**config.mk**
```make
export PLATFORM = sky130hd
export DESIGN_NAME = mbsa_ram
export DESIGN_NICKNAME = d
export VERILOG_FILES = /design/src/rtl/mbsa_ram.sv
export SDC_FILE = /design/constraint.sdc
export NUM_CORES = 2
export LEC_CHECK = 0
export ABC_AREA = 0
export ABC_CLOCK_PERIOD_IN_PS = 14800
export BUFFER_PORTS_ARGS = -buffer_cell sky130_fd_sc_hd__buf_2
export CAP_MARGIN = 20
export CORE_MARGIN = 1.5
export CORE_UTILIZATION = 35
export DETAILED_ROUTE_END_ITERATION = 16
export PLACE_DENSITY = 0.49
export SLEW_MARGIN = 20
export SYNTH_ARGS = -nofsm -noshare
export SYNTH_HDL_FRONTEND = slang
export SYNTH_SLANG_ARGS = --single-unit
```
**constraint.sdc**
```tcl
create_clock -name clk_i -period 14.8 [get_ports clk_i]
set_input_delay 4.44 -clock clk_i [delete_from_list [all_inputs] [get_ports clk_i]]
set_output_delay 4.44 -clock clk_i [all_outputs]
set_load 0.05 [all_outputs]
```
**src/rtl/mbsa_ram.sv**
```systemverilog
module mbsa_ram #(
  parameter int unsigned Width = 32,
  parameter int unsigned Depth = 128
) (
  input  logic                     clk_i,
  input  logic                     we_i,
  input  logic [$clog2(Depth)-1:0] waddr_i,
  input  logic [Width-1:0]         wdata_i,
  input  logic [$clog2(Depth)-1:0] raddr_i,
  output logic [Width-1:0]         rdata_o
);

  logic [Width-1:0] mem_q [Depth];
  logic [Width-1:0] rdata_q;

  always_ff @(posedge clk_i) begin
    if (we_i) begin
      mem_q[waddr_i] <= wdata_i;
    end
    rdata_q <= mem_q[raddr_i];
  end

  assign rdata_o = rdata_q;

endmodule

```
---- Word level (Yosys, flattened, before mapping) ----
Memories as Yosys holds them, arrays and structs flattened. A register that Yosys moved wholly into a read port is not among the register bits.
Index checks and enable logic that the tools add are counted.
storage, ports and cells
  register bits after elaboration ......... 0
  RAM bits ................................ 4096
  bits of input ports ..................... 48
  output and inout bits ................... 32
  logic and storage cells ................. 3
  memories kept ........................... 1
operators by class
  multiplexer cells ....................... 2
memory list
  memory  depth  bits a word  rd ports  clocked after Yosys merged registers in  wr ports  line  RTL
  mem_q   128    32           1         1                                        1         13    logic [Width-1:0] mem_q [Depth];
operators with widths
  kind              number
  2-to-1 mux 1 bit  2

---- Longest topological paths before layout ----
  depth in word-level cells ............... 2
  depth in mapped cells ................... 8
  gate-level depth less buffers ........... 4

---- Least setup slack after synthesis ----
OpenSTA, ideal clock, no wires.
  path kind ............................... input -> register
  start point ............................. input we_i
  end point ............................... memory mem_q[98][0] (enable)
  setup time .............................. 0.461 ns
  data arrival time ....................... 7.218 ns
  required time ........................... 14.339 ns
  path slack .............................. 7.121 ns
  stages on the path ...................... 3
  path buffers ............................ 1
  cell sequence ........................... clkbuf_1 > nand4_1 > nor3_1
between the ends
  longest elaborated chain between the ends .. 2
ends and longest elaborated chain
  item                                    line  RTL
  start: declaration                      6     input logic we_i,
  2-to-1 mux 1 bit                        17    if (we_i) begin
  2-to-1 mux 1 bit (not written as such)  18    mem_q[waddr_i] <= wdata_i;
  end: declaration                        13
No other way between the ends.

==> impl_metrics.ini <==
[logic_synthesis]
async_reset_ff_share_pct = 0
syn_inst = 5990
syn_avg_cell_area_um2 = 26.1
synth_edf_count = 4096
syn-num-nets = 6038
synth.cell_area_um2 = 156000
yosys-top-cells-count = edfxtp_1, mux4_2, clkbuf_1
synth_seq_cells = 4128
yosys.area.top_type = edfxtp_1
synthMostInstantiatedCell = edfxtp_1
synthDistinctLibCells = 17
yosysSeqAreaShare_pct = 79.1
ys.flop_type = edfxtp_1
synth.top_cells.by_area = edfxtp_1, mux4_2, clkbuf_1
synthDominantCellAreaShare_pct = 78.7
ys_warn_count = 0

[worst_hold_path]
holdPathStages = 4
hold_class = flop to flop
min_from = mem_q[8][20]
hold_end = rdata_o[20]

[drt]
drc = 0
wl_per_cell_um = 36.3
drt_iter0_markers = 9006
first_pass_iters = 5
drt_wl_total_mm = 463
ant_nets = 0
via_per_inst = 5.52
num_vias = 70529

[sta]
min_period_ns = 8.14
max_slew_margin_pct = 23.7
worst_pin_slew_ns = 1.14
setup_viol = 0
hold_viol_final = 0
grt_setup_unrepaired = no
fin_skew_ns = 0.0609
hold_slack_ns = 1.15
fmax_mhz = 123
drv_slew = 0
finalSetupTns_ns = 0
setup_slack_ns = 6.66
fin_crit_sh_pct = 55.0

[critical_path]
end_kind = flop
r2r_slack_ns = 12.12
crit_required_ns = 15.68
reg2reg_from = mem_q[126][6]
rr_worst_depth = 4
critPathKind = primary input to flop
worstPathCellList = buf_8 -> buf_12 -> buf_4 -> mux4_2 -> mux4_2 -> mux4_2 -> mux2_2
r2r_end = rdata_o[6]
cp-start-kind = primary input
slowest_stage = buf_4
cp_slowest_stage_delay_ns = 0.96
worstPathArrival_ns = 9.02
cp_max_fo = 117
crit_path_frequent_cell = mux4_2

[clocking]
hold_buffers = 0
h-tree-depth = 5
ctsResizeCount = 0
cts_sinks = 4128
cts_buffer_depth = 4
numCtsBuffers = 431
root_buffer = clkbuf_16
tritoncts = done
clkTransAtPathRegs_ns = 0.06
cts_setup_buffers = 0
insertion_delay_ns = 1.01

[floorplan]
die_w_um = 671
initial_utilization_pct = 35.1
dieArea_um2 = 451000
num_rows = 245
die_h_um = 671
core_area_um2 = 445000
ios = 80

[placed_design]
pre_cts_ws_ns = 5.66
place_area_um2 = 166000
port_buffers = 79
gp_congestion = 0.794
dp_hpwl_mm = 247

[power]
finalPower_uw = 25400
power_density_nw_per_um2 = 141
ir_drop_uv = 102
leakage_uw = 0.0545

[run]
maxCapViolations = 0

[cells_and_area]
nets = 6449
drive_gt1_share_pct = 35.8
area_growth_pct = 15.3
design_area_um2 = 180000

[grt]
grt_max_degree = 118
grt_pass1_vias = 72557
antenna_found_initial = 68
grtUsageTotal_pct = 20.4
grt_pass1_wl_mm = 628
overflow = 0

[outcome]
status = finished clean
cell type report:
class | instances | area [um^2]
diodes | 63 | 158
clock buffers | 534 | 11400
clock inverters | 276 | 2920
fillers | 38296 | 265000
multi-input cells | 1546 | 32300
flip-flops and latches | 4128 | 124000
well taps | 5928 | 7420
repair buffers | 294 | 2350
per-layer routing:
layer	wire (um)	global-route usage [%]	part of all wire (%)
met4	12300	5.39	2.7
met1	193000	28.2	42
met2	229000	33.8	49
met3	29800	2.97	6.4
met5	83	0	0.018
critical path, delay by kind of cell:
kind,cells,cell delay (ns)
muxes,4,2.12
buffers and inverters,3,2.10
through the flow:
stage	util, %	instances
2_1_floorplan	-	5990
3_3_place_gp	37.3	11896
3_5_place_dp	37.3	11896
4_1_cts	40.5	12706
5_1_grt	40.5	12736
6_report	40.5	12769
cell families (layout without fill, tap and decap cells):
| family | Yosys count | in the layout | synth area share, % |
|---|---|---|---|
| buffers and inverters | 316 | 1104 | 0.839 |
| other | 0 | 63 | 0 |
| AND/OR/NAND/NOR | 170 | 170 | 0.446 |
| multiplexers | 1376 | 1376 | 19.6 |
| flip-flops | 4128 | 4128 | 79.1 |
layout by cell type, fill, tap and decap left out, drive strengths merged, types with 3 or more instances in the layout:
master | Yosys | final
buf | 134 | 294
bufinv | 0 | 55
clkbuf | 182 | 534
clkinv | 0 | 194
clkinvlp | 0 | 10
dfxtp | 32 | 32
diode | 0 | 63
edfxtp | 4096 | 4096
inv | 0 | 17
mux2 | 32 | 32
mux4 | 1344 | 1344
nand2 | 14 | 14
nand3 | 12 | 12
nand4 | 3 | 3
nor2 | 122 | 122
nor2b | 7 | 7
nor3 | 9 | 9
power breakdown:
part	internal, uW	leakage (uW)	total (uW)	switching, uW
logic	462	0.0104	1330	869
clock network	6420	0.00699	11000	4610
registers	12900	0.0371	13000	80.1
total	19800	0.0545	25400	5560
worst max-delay path by stage:
stage               cells after the start  startpoint  slack [ns]           end
floorplan                               3        we_i        7.12  mem_q[98][0]
global placement                        7  raddr_i[2]        5.63   rdata_o[20]
detailed placement                      7  raddr_i[2]        5.66   rdata_o[20]
CTS                                     7  raddr_i[2]        6.72   rdata_o[20]
global route                            7  raddr_i[2]        6.58   rdata_o[20]
finish                                  7  raddr_i[2]        6.66   rdata_o[20]
registers in the layout (all words and copies together) (netlist names):
register and cells:
rdata_o 32, mem_q 4096
Note: power is estimated with default switching activity, not from simulation.
